$ cat src/rtl/assert_macros.svh
// assertion helpers included by utf8_stream_decoder
// each check is sampled on clk and switched off while rst_n is low
`ifndef ASSERT_MACROS_SVH
`define ASSERT_MACROS_SVH

// property must hold at every sampled edge outside reset
`define ASSERT_ALWAYS(label, prop, msg) \
    label: assert property (@(posedge clk) disable iff (!rst_n) (prop)) else $error(msg);

// antecedent implies consequent in the same cycle
`define ASSERT_IMPLIES(label, ante, cons, msg) \
    label: assert property (@(posedge clk) disable iff (!rst_n) (ante) |-> (cons)) \
        else $error(msg);

`endif

$ cat src/rtl/utf8_pkg.sv
// ----------------------------------------------------------------------------
// utf8_pkg
// Shared types and constants for the six-byte UTF-8 stream decoder.
// ----------------------------------------------------------------------------
package utf8_pkg;

    localparam int CP_W    = 31;
    localparam int COUNT_W = 3;
    localparam int BYTE_W  = 8;

    // result status codes
    typedef enum logic [1:0] {
        ST_OK      = 2'd0,
        ST_INVALID = 2'd1,
        ST_TRUNC   = 2'd2
    } status_t;

    // one decoded result
    typedef struct packed {
        logic [CP_W-1:0]    code_point;
        logic [COUNT_W-1:0] byte_count;
        status_t            status;
    } result_t;

endpackage

$ cat src/rtl/utf8_stream_decoder.sv
// ----------------------------------------------------------------------------
// utf8_stream_decoder
// Streaming decoder for the original six-byte UTF-8 form.
// Input channel: one text byte per request (in_byte, end_of_text) under
// in_valid / in_ready. Output channel: code_point, byte_count and status under
// out_valid / out_ready; a result appears when a sequence completes, when a
// byte cannot lead a sequence (status invalid) or when end_of_text cuts a
// sequence short (status truncated). Continuation bytes are not checked.
// Throughput is one byte per cycle while in_ready is high: the lead decode and the six-bit shift
// into the partial value sit between the input ports and a result register.
// A finished result is registered in the result register, or in the skid register on a stall.
// A two-entry output buffer (result register plus skid register) holds one
// further result while the receiver stalls; bytes that finish nothing keep
// flowing, and in_ready drops only when both entries hold results.
// Reset (rst_n low, asynchronous) closes any open sequence and empties the
// output buffer.
// ----------------------------------------------------------------------------
module utf8_stream_decoder
(
    input  logic                           clk,
    input  logic                           rst_n,
    input  logic                           in_valid,
    output logic                           in_ready,
    input  logic [utf8_pkg::BYTE_W-1:0]    in_byte,
    input  logic                           end_of_text,
    output logic                           out_valid,
    input  logic                           out_ready,
    output logic [utf8_pkg::CP_W-1:0]      code_point,
    output logic [utf8_pkg::COUNT_W-1:0]   byte_count,
    output logic [1:0]                     status
);

`include "assert_macros.svh"

    // sequence state
    logic [utf8_pkg::CP_W-1:0]    partial_reg, partial_next;
    logic [utf8_pkg::COUNT_W-1:0] left_reg, left_next;
    logic [utf8_pkg::COUNT_W-1:0] len_reg, len_next;

    // output buffer
    logic              out_valid_reg, skid_valid_reg;
    utf8_pkg::result_t out_reg, skid_reg;

    utf8_pkg::result_t res;
    logic              res_valid;
    logic              in_take, out_take;
    logic [utf8_pkg::COUNT_W-1:0] left_dec;
    logic [utf8_pkg::CP_W-1:0]    shifted;

    assign in_ready = !skid_valid_reg;
    assign in_take  = in_valid && in_ready;
    assign out_take = out_valid_reg && out_ready;

    assign left_dec = left_reg - 3'd1;
    assign shifted  = {partial_reg[utf8_pkg::CP_W-7:0], in_byte[5:0]};

    // lead decode and continuation step
    always_comb
    begin
        partial_next = partial_reg;
        left_next    = left_reg;
        len_next     = len_reg;
        res_valid    = 1'b0;
        res          = '{code_point: '0, byte_count: '0, status: utf8_pkg::ST_OK};

        if (left_reg == '0)
        begin
            partial_next = '0;
            len_next     = '0;
            unique case (in_byte) inside
                [8'h00:8'h7f]:
                begin
                    res_valid      = 1'b1;
                    res.code_point = {24'd0, in_byte[6:0]};
                    res.byte_count = 3'd1;
                end
                [8'hc0:8'hdf]:
                begin
                    partial_next = {26'd0, in_byte[4:0]};
                    len_next     = 3'd2;
                end
                [8'he0:8'hef]:
                begin
                    partial_next = {27'd0, in_byte[3:0]};
                    len_next     = 3'd3;
                end
                [8'hf0:8'hf7]:
                begin
                    partial_next = {28'd0, in_byte[2:0]};
                    len_next     = 3'd4;
                end
                [8'hf8:8'hfb]:
                begin
                    partial_next = {29'd0, in_byte[1:0]};
                    len_next     = 3'd5;
                end
                [8'hfc:8'hfd]:
                begin
                    partial_next = {30'd0, in_byte[0]};
                    len_next     = 3'd6;
                end
                default:
                begin
                    res_valid  = 1'b1;
                    res.status = utf8_pkg::ST_INVALID;
                end
            endcase

            // a multi-byte lead opens a sequence unless the text ends here
            if (len_next != '0)
            begin
                if (end_of_text)
                begin
                    res_valid    = 1'b1;
                    res.status   = utf8_pkg::ST_TRUNC;
                    partial_next = '0;
                    len_next     = '0;
                end
                else
                begin
                    left_next = len_next - 3'd1;
                end
            end
        end
        else
        begin
            // later byte: shift in six payload bits
            if (left_dec == '0)
            begin
                res_valid      = 1'b1;
                res.code_point = shifted;
                res.byte_count = len_reg;
                partial_next   = '0;
                left_next      = '0;
                len_next       = '0;
            end
            else if (end_of_text)
            begin
                res_valid    = 1'b1;
                res.status   = utf8_pkg::ST_TRUNC;
                partial_next = '0;
                left_next    = '0;
                len_next     = '0;
            end
            else
            begin
                partial_next = shifted;
                left_next    = left_dec;
            end
        end
    end

    // sequence state registers
    always_ff @(posedge clk or negedge rst_n)
    begin
        if (!rst_n)
        begin
            partial_reg <= '0;
            left_reg    <= '0;
            len_reg     <= '0;
        end
        else if (in_take)
        begin
            partial_reg <= partial_next;
            left_reg    <= left_next;
            len_reg     <= len_next;
        end
    end

    // output buffer occupancy
    always_ff @(posedge clk or negedge rst_n)
    begin
        if (!rst_n)
        begin
            out_valid_reg  <= 1'b0;
            skid_valid_reg <= 1'b0;
        end
        else if (skid_valid_reg)
        begin
            if (out_take)
            begin
                skid_valid_reg <= 1'b0;
            end
        end
        else if (in_take && res_valid)
        begin
            if (out_valid_reg && !out_ready)
            begin
                skid_valid_reg <= 1'b1;
            end
            out_valid_reg <= 1'b1;
        end
        else if (out_take)
        begin
            out_valid_reg <= 1'b0;
        end
    end

    // output buffer payload
    always_ff @(posedge clk)
    begin
        if (skid_valid_reg)
        begin
            if (out_take)
            begin
                out_reg <= skid_reg;
            end
        end
        else if (in_take && res_valid)
        begin
            if (out_valid_reg && !out_ready)
            begin
                skid_reg <= res;
            end
            else
            begin
                out_reg <= res;
            end
        end
    end

    assign out_valid  = out_valid_reg;
    assign code_point = out_reg.code_point;
    assign byte_count = out_reg.byte_count;
    assign status     = out_reg.status;

    // terms for the checks
    logic out_err, out_ok, out_blank, count_fine, seq_fine;
    assign out_err    = out_valid_reg && (out_reg.status != utf8_pkg::ST_OK);
    assign out_ok     = out_valid_reg && (out_reg.status == utf8_pkg::ST_OK);
    assign out_blank  = (out_reg.code_point == '0) && (out_reg.byte_count == '0);
    assign count_fine = (out_reg.byte_count != '0) && (out_reg.byte_count <= 3'd6);
    assign seq_fine   = ((left_reg == '0) == (len_reg == '0))
                        && (left_reg < len_reg || len_reg == '0);

    // checks
    `ASSERT_IMPLIES(a_skid_behind_out, skid_valid_reg, out_valid_reg, "skid full with output empty")
    `ASSERT_IMPLIES(a_err_zero, out_err, out_blank, "error result carries data")
    `ASSERT_IMPLIES(a_ok_count, out_ok, count_fine, "ok result with bad byte count")
    `ASSERT_ALWAYS(a_seq_state, seq_fine, "open sequence state inconsistent")

endmodule
$ cat config.mk
export PLATFORM = sky130hd
export DESIGN_NAME = utf8_stream_decoder
export DESIGN_NICKNAME = d
export VERILOG_FILES = /design/src/rtl/utf8_pkg.sv /design/src/rtl/utf8_stream_decoder.sv
export VERILOG_INCLUDE_DIRS = /design/src /design/src/rtl
export SDC_FILE = /design/constraint.sdc
export NUM_CORES = 1
export LEC_CHECK = 0
export ABC_CLOCK_PERIOD_IN_PS = 5400
export BUFFER_PORTS_ARGS = -buffer_cell sky130_fd_sc_hd__buf_4
export CAP_MARGIN = 0
export CORE_MARGIN = 4
export CORE_UTILIZATION = 53
export DETAILED_ROUTE_END_ITERATION = 10
export GPL_TIMING_DRIVEN = 0
export PLACE_DENSITY = 0.81
export SYNTH_ARGS = -nofsm -noshare
export SYNTH_HDL_FRONTEND = slang
export SYNTH_SLANG_ARGS = --single-unit
$ cat constraint.sdc
create_clock -name clk -period 5.4 [get_ports clk]
set_input_delay 0.81 -clock clk [delete_from_list [all_inputs] [get_ports clk]]
set_output_delay 0.81 -clock clk [all_outputs]
set_load 0.02 [all_outputs]
## Yosys cells after proc, flatten, opt, wreduce, memory -nomap -nowiden

Index checks and enable logic that the tools add are counted.

- ROM bits: 0
- Memories: 0
- Logic and storage cells: 97
- Register bits after elaboration: 105
- Memory bits (writable): 0
- Bits in latches: 0

- Bitwise logic cells: 1
- Multiplexer cells: 42
- Shift operators: 0
- Divide/modulo/power cells: 0
- Equality and inequality tests: 4
- Multipliers: 0
- Add/subtract/negate cells: 2
- $lt $le $gt $ge: 12
- Reductions and logical operators: 25

Operators with widths:

| cell | number |
|---|---|
| two-way mux 36 bit | 5 |
| two-way mux 25 bit | 3 |
| >= comparator 8 bit (second input constant) | 5 |
| <= comparator 8 bit (second input constant) | 5 |
| two-way mux 34 bit | 1 |
| two-way mux 3 bit | 11 |
| case mux 5 bit (5 select lines) | 1 |
| case mux 3 bit (5 select lines) | 1 |
| two-way mux 1 bit | 13 |
| logical AND 1 bit | 10 |
| two-way mux 10 bit | 1 |
| two-way mux 5 bit | 2 |
| AND reduction 3 bit | 3 |
| >= comparator 8 x 1 -> 1 bit (second input constant) | 1 |
| <= comparator 8 x 7 -> 1 bit (second input constant) | 1 |
| two-way mux 2 bit | 4 |
| logical NOT 3 bit | 2 |
| nonzero test 3 bit | 2 |
| OR reduction 6 bit | 1 |
| subtractor 3 x 1 -> 3 bit (second input constant) | 2 |
| OR reduction 5 bit | 1 |
| inequality test 2 x 1 -> 1 bit (second input constant) | 2 |
| inequality test 2 bit (second input constant) | 2 |
| AND reduction 2 bit | 2 |
| 3 further kinds | 5 |

## Logic depth before layout (Yosys ltp)

Gate-level depths: netlist (run 1).

- Depth in word-level cells: 10
- Mapped depth: 10

## Least setup slack after synthesis (run 1)

No wires, ideal clock.

- Kind: input to register
- Start point: input port in_byte[3] (netlist bit)
- End point: register out_reg, in the netlist byte_count[0] (enable)
- Stages: 9
- Required time: 4.871 ns
- Library setup time: 0.529 ns
- Data arrival time: 5.765 ns
- Buffers on the path: 1
- Path slack: -0.894 ns
- Cells stage by stage: buf_2 -> nand2_1 -> o21ai_0 -> nand3_1 -> ha_1 -> ha_1 -> and2b_1 -> a2111oi_4 -> o41ai_1

- Word-level cells in the longest chain between the ends: 10
- Elaborated cells between the ends (all ways): 26

Ends and longest elaborated chain:

| item | line | text |
|---|---|---|
| from (decl) | utf8_stream_decoder.sv:24 | `input logic [utf8_pkg::BYTE_W-1:0] in_byte,` |
| >= comparator 8 bit (no source line) or <= comparator 8 bit (tied branches) | -- |  |
| logical AND 1 bit (no source line) | -- |  |
| case mux 3 bit (5 select lines) or OR reduction 5 bit (tied branches) | -- |  |
| two-way mux 3 bit or two-way mux 1 bit (tied branches) | utf8_stream_decoder.sv:66, utf8_stream_decoder.sv:70 |  |
| nonzero test 3 bit or two-way mux 1 bit (tied branches) | utf8_stream_decoder.sv:110, utf8_stream_decoder.sv:112 |  |
| two-way mux 1 bit * | utf8_stream_decoder.sv:110 | `if (len_next != '0)` |
| two-way mux 1 bit * | utf8_stream_decoder.sv:66 | `if (left_reg == '0)` |
| logical AND 1 bit * | utf8_stream_decoder.sv:209 | `else if (in_take && res_valid)` |
| nonzero test 2 bit (no source line) * | -- |  |
| AND reduction 3 bit (no source line) * | -- |  |
| to (signal assigned) | utf8_stream_decoder.sv:206 | `out_reg <= skid_reg;` |
| to (signal assigned) | utf8_stream_decoder.sv:217 | `out_reg <= res;` |
| to (decl) | utf8_stream_decoder.sv:42 | `utf8_pkg::result_t out_reg, skid_reg;` |

Every way passes the cells marked *; elsewhere a longest branch is shown, timed or not. The select of a mux whose other input is x is not followed.
A chain may end at the register's enable or synchronous reset.

## Worst setup path after layout (run 1)

- Start point: input port in_byte[5] (netlist bit)
- End point: register out_reg, in the netlist code_point[15] (enable)

The elaborated chain is that of the path after synthesis.

==> run_results.csv, run 1 <==
group,metric,value,unit
layout,area_delta_synth_final,15.6,%
timing,tns,0,ns
timing,fmax,307,MHz
layout,final_cell_mix,"73 x nand2_1, 72 x edfxtp_1, 48 x buf_4, 34 x o21ai_0, 33 x dfrtp_1",
synthesis,synth-edff-count,72,
placement,preCtsSetupSlack,1.76,ns
timing,fin_ws,2.14,ns
worst_hold_path,hold_path.class,"primary input to asynchronous set/reset pin",
critical_path,worstSetupPathType,"primary input to flip-flop",
synthesis,synth_cells,373,
placement,dp_hpwl,6330,um
global_route,grt-ovfl-total,0,
critical_path,startpoint,"in_byte[5]",
layout,diodes,0,
route,drtIter0Drc,216,
route,drtPass1Iterations,5,
synthesis,ys.warnings.count,0,
global_route,antenna_found_initial,0,
synthesis,synth-main-ff-cell,"edfxtp_1",
timing,slew_violations,0,
floorplanning,fp.dieW,102,um
timing,rsz0062_at_grt,"false",
critical_path,reg2reg_depth,8,
floorplanning,io_pins,51,
critical_path,crit_required,5.47,ns
route,drc,0,
cts,path_clk_slew,0.09,ns
cts,htreeDepth,3,
timing,fin_worst_skew,0.0155,ns
critical_path,crit_cells,10,
critical_path,crit_path_frequent_cell,"ha_1",
placement,port_buffers,48,
global_route,grtUsageTotal,18.3,%
route,vias_per_cell,5.66,
global_route,first_global_vias,3018,
layout,post-route-util,64.4,%
layout,layout_commonest_cell,"nand2_1",
power_and_ir_drop,p_leak,2.17,nW
layout,finalNonFillerCells,544,
route,detail_route.wl_per_cell,16.3,um
route,dr_total_vias,3078,
power_and_ir_drop,ir_drop,358,uV
placement,placed_area,5210,um2
timing,hold_ws,0.375,ns
floorplanning,rows,33,
synthesis,yosysUniqueCellTypes,43,
cts,numCtsBuffers,9,
layout,largest_reg_flops,36,
synthesis,seq_area_frac_synth,64.0,%
floorplanning,die_y,102,um
global_route,grt_start_max_net_pins,37,
critical_path,critPathCaptureType,"flip-flop",
timing,min_period,3.26,ns
route,wl,8850,um
placement,gp_congestion,0.862,
cts,hold_buffers,0,
floorplanning,coreArea,8380,um2
layout,finalNetCount,452,
power_and_ir_drop,powerDensity,481,nW/um2
critical_path,ff2ff_setup_slack,2.67,ns
critical_path,path_delay_family,"compound AO/OA/AOI/OAI gates",
cts,clock_latency,0.36,ns
critical_path,critPathArrivalTime,3.33,ns
synthesis,synth.cell_area,4670,um2
critical_path,crit_path_end,"code_point[15]",
layout,drive_gt1_share,24.6,%
timing,hold_violations,0,
synthesis,synthTopCellsByArea,"edfxtp_1 46%, dfrtp_1 18%, nand2_1 5.9%",
power_and_ir_drop,total_power,2.60,mW
synthesis,synth.avg_cell_area,12.5,um2
timing,setup_viol,0,
critical_path,r2r-end,"code_point[15]",
cts,cts_sinks,105,
synthesis,synth_top_area_share,46.3,%
layout,design_area,5400,um2
run_status,status,"completed",
critical_path,slowest_delay,0.72,ns
cts,cts-root-buf,"clkbuf_8",
critical_path,start_kind,"primary input",
synthesis,synth_top_area_cell,"edfxtp_1",
critical_path,path_max_fanout,16,
run,maxCapViolCount,0,
floorplanning,dieArea,10400,um2
synthesis,syn_nets,391,
floorplanning,initial_utilization,55.7,%
synthesis,ys_ff_latch,105,
critical_path,cp_slowest_cell,"o41ai_4",
critical_path,cp_cell_sequence,"buf_4 -> and2_1 -> o21ai_0 -> nand3_1 -> ha_1 -> ha_1 -> and2b_1 -> a2111oi_4 -> o41ai_4 -> buf_6",
synthesis,async_flop_share,31.4,%
critical_path,r2r_start,"left_reg[0]",
placement,dp_cells,528,
cts,cts_tree,"yes",
global_route,grt_pass1_wl,14500,um
timing,worst_slew_pin_slew,0.864,ns
cts,post_cts_resized,0,
cts,cts_setup_buffers,0,
route,antenna_left,0,
timing,fin_crit_sh,60.4,%
cts,cts_buffer_depth,2,
timing,slew_headroom,42.2,%
critical_path,critPathBufInv,2,
-- logic make-up (layout without fill, tap and decap cells) --
family	after synthesis	after routing	share of synthesized area [%]
compound gates	65	65	8.89
simple gates	137	137	15.3
fa+ha+maj	5	5	1.34
mux	31	31	7.42
buf+inv	30	96	3.13
flops	105	105	64.0
-- Yosys cell counts, types with 2 or more instances --
| master | n |
|---|---|
| a21oi_1 | 7 |
| a22o_1 | 2 |
| a22oi_1 | 3 |
| a31oi_1 | 2 |
| and2_1 | 9 |
| and2_4 | 20 |
| and3_1 | 2 |
| buf_2 | 3 |
| buf_6 | 4 |
| clkbuf_1 | 12 |
| dfrtp_1 | 33 |
| edfxtp_1 | 72 |
| ha_1 | 5 |
| inv_1 | 9 |
| mux2_1 | 20 |
| mux2_2 | 9 |
| mux2i_1 | 2 |
| nand2_1 | 73 |
| nand2b_1 | 2 |
| nand3_1 | 5 |
| nor2_1 | 6 |
| nor2b_1 | 10 |
| o21ai_0 | 34 |
| o21ai_1 | 5 |
| o31ai_1 | 5 |
| or3_1 | 2 |
-- where the power goes --
group | switching [mW] | total, mW | internal [mW] | leakage (nW)
registers | 0.0794 | 1.17 | 1.09 | 1.13
logic | 0.584 | 0.949 | 0.365 | 0.937
clock network | 0.262 | 0.476 | 0.214 | 0.0951
total | 0.926 | 2.60 | 1.67 | 2.17
-- area by class of cell --
cell class | instances | area [um2]
fill | 644 | 2980
inverter | 10 | 37.5
multi-input combinational | 238 | 1560
buffer | 20 | 109
tap | 105 | 131
timing repair buffer | 50 | 387
clock buffer | 9 | 124
sequential | 105 | 2990
clock inverter | 7 | 67.6
-- layer usage --
metal	global-route usage [%]	routed length, um	share of wire (%)
met5	0	0	0
met3	3.28	527	6.0
met4	10.1	262	3.0
met2	29.5	4460	50
met1	23.6	3600	41
-- how the worst min path moves through the flow --
stage                               start         endpoint  slack (ns)  cells past startpoint
after floorplan           partial_reg[24]  partial_reg[24]        0.44                      2
after global placement    partial_reg[19]  partial_reg[19]        0.46                      2
after detailed placement  partial_reg[19]  partial_reg[19]        0.47                      2
after CTS                           rst_n      left_reg[2]        0.38                      1
after global routing                rst_n   partial_reg[9]        0.39                      1
final                               rst_n   partial_reg[7]        0.38                      1
No activity file was read; power rests on OpenSTA's default activity.
==> run 2: changes to the inputs <==
--- a/config.mk
+++ b/config.mk
@@ -6,14 +6,14 @@
 export SDC_FILE = /design/constraint.sdc
 export NUM_CORES = 1
 export LEC_CHECK = 0
-export ABC_CLOCK_PERIOD_IN_PS = 5400
+export ABC_CLOCK_PERIOD_IN_PS = 3100
 export BUFFER_PORTS_ARGS = -buffer_cell sky130_fd_sc_hd__buf_4
 export CAP_MARGIN = 0
 export CORE_MARGIN = 4
-export CORE_UTILIZATION = 53
+export CORE_UTILIZATION = 58
 export DETAILED_ROUTE_END_ITERATION = 10
 export GPL_TIMING_DRIVEN = 0
-export PLACE_DENSITY = 0.81
+export PLACE_DENSITY = 0.84
 export SYNTH_ARGS = -nofsm -noshare
 export SYNTH_HDL_FRONTEND = slang
 export SYNTH_SLANG_ARGS = --single-unit
==> constraint.sdc (replaced) <==
create_clock -name clk -period 3.1 [get_ports clk]
set_input_delay 0.465 -clock clk [delete_from_list [all_inputs] [get_ports clk]]
set_output_delay 0.465 -clock clk [all_outputs]
set_load 0.02 [all_outputs]
==> run 2 against run 1 <==
Against the previous run:
- register-to-register slack worse by 2.2 ns
- critical path depth stayed put
- clock skew is 0.0087 ns lower
- core utilization is 5.6 points higher
- via count is 0.97% higher
- first-iteration DRC count is 14% higher
- die area is 8.0% lower
- worst setup slack worse by 1.8 ns
- largest cell class unchanged
- largest power group unchanged
==> run_results.csv, run 2 (synthesis gave the netlist of run 1 again) <==
group,metric,value,unit
route,wl,9260,um
layout,layout_commonest_cell,"nand2_1",
global_route,grt_start_max_net_pins,37,
route,drtIter0Drc,246,
cts,cts_tree,"yes",
layout,final_cell_mix,"73 x nand2_1, 72 x edfxtp_1, 48 x buf_4, 33 x o21ai_0, 33 x dfrtp_1",
cts,cts_buffer_depth,2,
route,antenna_left,0,
critical_path,path_delay_family,"compound AO/OA/AOI/OAI gates",
global_route,grt-ovfl-total,0,
route,dr_total_vias,3108,
critical_path,critPathCaptureType,"flip-flop",
run_status,status,"completed",
power_and_ir_drop,swShare,35.3,%
timing,slew_headroom,47.8,%
critical_path,r2r_start,"left_reg[0]",
timing,fmax,363,MHz
timing,setup_viol,0,
global_route,grt_pass1_wl,15500,um
global_route,antenna_found_initial,0,
floorplanning,dieArea,9560,um2
placement,dp_cells,525,
layout,design_area,5440,um2
cts,clock_latency,0.37,ns
route,detail_route.wl_per_cell,17.1,um
power_and_ir_drop,total_power,4.64,mW
cts,hold_buffers,0,
critical_path,start_kind,"primary input",
critical_path,crit_required,3.18,ns
layout,multiInputGateArea,1570,um2
timing,fin_crit_sh,88.9,%
placement,placed_area,5220,um2
timing,worst_slew_pin_slew,0.781,ns
cts,numCtsBuffers,9,
placement,gp_congestion,0.873,
power_and_ir_drop,seqPwrFrac,44.1,%
placement,port_buffers,48,
layout,finalNonFillerCells,541,
layout,regArea,2990,um2
power_and_ir_drop,intPower,3.00,mW
critical_path,cp_cell_sequence,"buf_4 -> and2_1 -> o21ai_1 -> nand3_1 -> ha_2 -> ha_2 -> and2b_2 -> a2111oi_4 -> o41ai_4 -> buf_6",
cts,htreeDepth,3,
timing,hold_violations,0,
global_route,grtUsageTotal,20.4,%
layout,finalNetCount,452,
timing,fin_worst_skew,0.00682,ns
power_and_ir_drop,p_clk_share,20.1,%
cts,cts_sinks,105,
critical_path,slowest_delay,0.73,ns
floorplanning,fp.dieW,97.8,um
global_route,first_global_vias,3186,
power_and_ir_drop,combPwrFrac,35.8,%
floorplanning,die_y,97.8,um
layout,drive_gt1_share,25.5,%
timing,slew_violations,0,
power_and_ir_drop,powerDensity,853,nW/um2
floorplanning,io_pins,51,
critical_path,critPathArrivalTime,2.84,ns
critical_path,path_max_fanout,17,
route,drc,0,
worst_hold_path,hold_path.class,"primary input to asynchronous set/reset pin",
cts,path_clk_slew,0.10,ns
power_and_ir_drop,netSwitchingPower,1.64,mW
floorplanning,initial_utilization,60.1,%
route,vias_per_cell,5.74,
placement,dp_hpwl,6400,um
critical_path,worstSetupPathType,"primary input to flip-flop",
floorplanning,rows,32,
timing,min_period,2.76,ns
power_and_ir_drop,ir_drop,490,uV
critical_path,startpoint,"in_byte[5]",
critical_path,cp_slowest_cell,"o41ai_4",
route,drtPass1Iterations,5,
power_and_ir_drop,p_leak,2.18,nW
floorplanning,coreArea,7770,um2
layout,largest_reg_flops,36,
layout,area_delta_synth_final,16.5,%
run,maxCapViolCount,0,
critical_path,crit_path_frequent_cell,"ha_2",
cts,cts-root-buf,"clkbuf_8",
layout,filler_cell_count,549,
timing,rsz0062_at_grt,"false",
layout,diodes,0,
critical_path,critPathBufInv,2,
## run 2: power groups by stage
stage	Sequential [mW]	Clock (mW)	Combinational, mW
after floorplan	2.26	0	0.904
after global placement	2.07	0	1.57
after detailed placement	2.08	0	1.65
after CTS	2.05	0.939	1.66
after global routing	2.08	1.00	1.81
final	2.05	0.933	1.66
## run 2: worst reg2reg max path: stages (launching register included)
cell and delay (ns):
dfrtp_1 0.42, inv_1 0.08, ha_1 0.21, buf_6 0.13, nor2b_1 0.13, o21bai_2 0.15
a21oi_1 0.52, and2_4 0.60
## run 2: layout make-up
cell class / instances / share of cell area [%]
Buffer: 20 / 2.18
Clock buffer: 10 / 2.34
Clock inverter: 6 / 1.66
Inverter: 10 / 0.690
Multi-Input combinational cell: 238 / 28.9
Sequential cell: 105 / 54.9
Tap cell: 102 / 2.34
Timing Repair Buffer: 50 / 7.03
## run 2: timing repair
item,4_1_cts,5_1_grt
resized for setup,0,1
setup buffers,0,0
hold endpoints to repair,0,0
endpoints found under the setup margin,0,36
## run 2: final timing paths
check | endpoint | slack (ns) | depth (start not counted)
max | code_point[9] | 0.34 | 10
min | len_reg[0] | 0.02 | 1
max reg2reg | skid_reg[19] | 0.49 | 7
min reg2reg | partial_reg[19] | 0.50 | 2
max in group asynchronous | left_reg[1] | 2.75 | 1
min in group clk | partial_reg[0] | 0.37 | 3
## run 2: layer usage
| layer | global-route usage (%) | part of all wire (%) | vias to the layer above |
|---|---|---|---|
| li1 | - | - | 1435 |
| met1 | 26.0 | 41 | 1506 |
| met2 | 33.3 | 49 | 140 |
| met3 | 4.14 | 6.5 | 27 |
| met4 | 10.6 | 3.5 | 0 |
| met5 | 0 | 0 | - |
## run 2: stage by stage
| stage | TNS [ns] | utilization [%] | hold WS (ns) | setup slack, ns |
|---|---|---|---|---|
| 2_1_floorplan | -8.93 | - | 0.169 | -0.248 |
| 3_3_place_gp | -46.01 | 66.9 | 0.432 | -0.830 |
| 3_5_place_dp | -2.12 | 67.3 | 0.440 | -0.0721 |
| 4_1_cts | 0 | 70.1 | 0.0343 | 0.217 |
| 5_1_grt | 0 | 70.1 | 0.0392 | 0.156 |
| 6_report | 0 | 70.1 | 0.0226 | 0.343 |
==> run 3: changes to the inputs <==
--- a/config.mk
+++ b/config.mk
@@ -11,9 +11,11 @@
 export CAP_MARGIN = 0
 export CORE_MARGIN = 4
 export CORE_UTILIZATION = 58
+export CTS_CLUSTER_DIAMETER = 100
 export DETAILED_ROUTE_END_ITERATION = 10
 export GPL_TIMING_DRIVEN = 0
-export PLACE_DENSITY = 0.84
+export PLACE_DENSITY_LB_ADDON = 0.25
+export SETUP_SLACK_MARGIN = 0.05
 export SYNTH_ARGS = -nofsm -noshare
 export SYNTH_HDL_FRONTEND = slang
 export SYNTH_SLANG_ARGS = --single-unit
==> run 3 against run 2 <==
Against the previous run:
- core utilization down 0.56 points
- clock skew up 0.0065 ns
- register-to-register slack worse by 0.21 ns
- sequential power about the same
- total power down 3.5%
- clock-buffer cell count unchanged
- routed wire length down 3.8%
- non-clock buffer count unchanged
- critical endpoint is now skid_reg[28]
- largest cell class unchanged
- highest routed layer unchanged
==> run_results.csv, run 3 (synthesis gave the netlist of run 1 again) <==
group,metric,value,unit
placement,gp_congestion,0.867,
critical_path,crit_path_end,"skid_reg[28]",
layout,final_cell_mix,"73 x nand2_1, 72 x edfxtp_1, 48 x buf_4, 33 x o21ai_0, 33 x dfrtp_1",
global_route,antenna_found_initial,0,
critical_path,startpoint,"left_reg[0]",
layout,largest_reg_flops,36,
critical_path,critPathCaptureType,"flip-flop",
timing,fin_crit_sh,90.8,%
critical_path,cp_slowest_cell,"and2_2",
timing,fin_worst_skew,0.0133,ns
route,vias_per_cell,5.57,
power_and_ir_drop,p_clk_share,17.3,%
route,drtIter0Drc,187,
placement,placed_area,5230,um2
critical_path,reg2reg_depth,7,
floorplanning,die_y,97.8,um
power_and_ir_drop,ir_drop,559,uV
global_route,first_global_vias,2990,
power_and_ir_drop,p_leak,2.15,nW
worst_hold_path,hold_path.class,"primary input to asynchronous set/reset pin",
cts,post_cts_resized,0,
route,antenna_left,0,
power_and_ir_drop,intPower,2.84,mW
critical_path,slowest_delay,0.83,ns
power_and_ir_drop,combPwrFrac,37.1,%
power_and_ir_drop,powerDensity,830,nW/um2
global_route,grt_pass1_wl,14900,um
cts,cts_buffer_depth,2,
layout,diodes,0,
critical_path,worstSetupPathType,"flip-flop to flip-flop",
layout,design_area,5400,um2
cts,path_clk_slew,0.11,ns
placement,port_buffers,48,
critical_path,crit_required,3.10,ns
cts,cts-root-buf,"clkbuf_8",
cts,htreeDepth,3,
power_and_ir_drop,swShare,36.6,%
global_route,grt_start_max_net_pins,37,
critical_path,ff2ff_setup_slack,0.28,ns
floorplanning,coreArea,7770,um2
critical_path,path_max_fanout,36,
global_route,grtUsageTotal,19.6,%
route,drtPass1Iterations,5,
floorplanning,fp.dieW,97.8,um
power_and_ir_drop,seqPwrFrac,45.6,%
route,detail_route.wl_per_cell,16.5,um
floorplanning,initial_utilization,60.1,%
cts,clock_latency,0.37,ns
critical_path,start_kind,"flip-flop",
layout,area_delta_synth_final,15.6,%
floorplanning,io_pins,51,
cts,cts_setup_buffers,0,
layout,drive_gt1_share,25.5,%
critical_path,critPathBufInv,2,
critical_path,critPathArrivalTime,2.82,ns
critical_path,r2r-end,"skid_reg[28]",
timing,hold_violations,0,
run,maxCapViolCount,0,
layout,layout_commonest_cell,"nand2_1",
timing,slew_violations,0,
cts,numCtsBuffers,9,
cts,hold_buffers,0,
critical_path,cp_cell_sequence,"inv_1 -> ha_1 -> buf_6 -> nor2b_1 -> o21bai_2 -> a21oi_1 -> and2_2",
route,dr_total_vias,3012,
route,wl,8910,um
floorplanning,rows,32,
run_status,status,"completed",
timing,worst_slew_pin_slew,0.864,ns
timing,setup_viol,0,
critical_path,path_delay_family,"simple AND/OR/NAND/NOR gates",
timing,min_period,2.82,ns
route,drc,0,
floorplanning,dieArea,9560,um2
layout,filler_cell_count,585,
placement,dp_cells,525,
layout,post-route-util,69.5,%
cts,cts_sinks,105,
timing,slew_headroom,42.4,%
global_route,grt-ovfl-total,0,
critical_path,crit_cells,7,
cts,cts_tree,"yes",
critical_path,r2r_start,"left_reg[0]",
layout,finalNonFillerCells,541,
layout,regArea,2990,um2
timing,rsz0062_at_grt,"false",
power_and_ir_drop,total_power,4.48,mW
timing,fmax,355,MHz
layout,multiInputGateArea,1570,um2
layout,finalNetCount,452,
power_and_ir_drop,netSwitchingPower,1.64,mW
placement,dp_hpwl,6340,um
run 3: final cells by class:
type                    instances  share of cell area (%)
flip-flops and latches        105                    55.3
multi-input cells             238                    29.1
repair buffers                 50                    7.16
clock buffers                  10                    2.36
well taps                     102                    2.36
plain buffers                  20                    2.20
clock inverters                 6                   0.811
inverters                      10                   0.695
run 3: how the worst min path moves through the flow:
stage,from,slack [ns],cells past startpoint,to
floorplan,rst_n,0.17,0,left_reg[0]
global placement,rst_n,0.43,1,left_reg[1]
detailed placement,rst_n,0.43,1,left_reg[1]
CTS,rst_n,0.03,1,partial_reg[7]
global route,rst_n,0.04,1,partial_reg[7]
finish,rst_n,0.02,1,partial_reg[9]
run 3: through the flow:
stage / hold slack (ns) / setup TNS (ns) / setup slack, ns
6_report: 0.0220 / 0 / 0.285
5_1_grt: 0.0397 / 0 / 0.125
4_1_cts: 0.0272 / 0 / 0.278
3_5_place_dp: 0.430 / -0.607 / -0.0392
3_3_place_gp: 0.426 / -49.14 / -0.886
2_1_floorplan: 0.169 / -8.93 / -0.248
run 3: layer usage:
layer | routed length (um) | track usage (%) | vias up
met5 | 0 | 0 | -
met1 | 3660 | 24.4 | 1461
met3 | 459 | 3.71 | 16
met2 | 4640 | 34.4 | 97
li1 | - | - | 1438
met4 | 149 | 6.82 | 0
run 3: power groups by stage:
stage / sequential, mW / combinational (mW) / clock, mW
2_1_floorplan: 2.26 / 0.904 / 0
3_3_place_gp: 2.07 / 1.58 / 0
3_5_place_dp: 2.08 / 1.66 / 0
4_1_cts: 2.05 / 1.67 / 0.775
5_1_grt: 2.08 / 1.81 / 0.834
6_report: 2.04 / 1.66 / 0.774
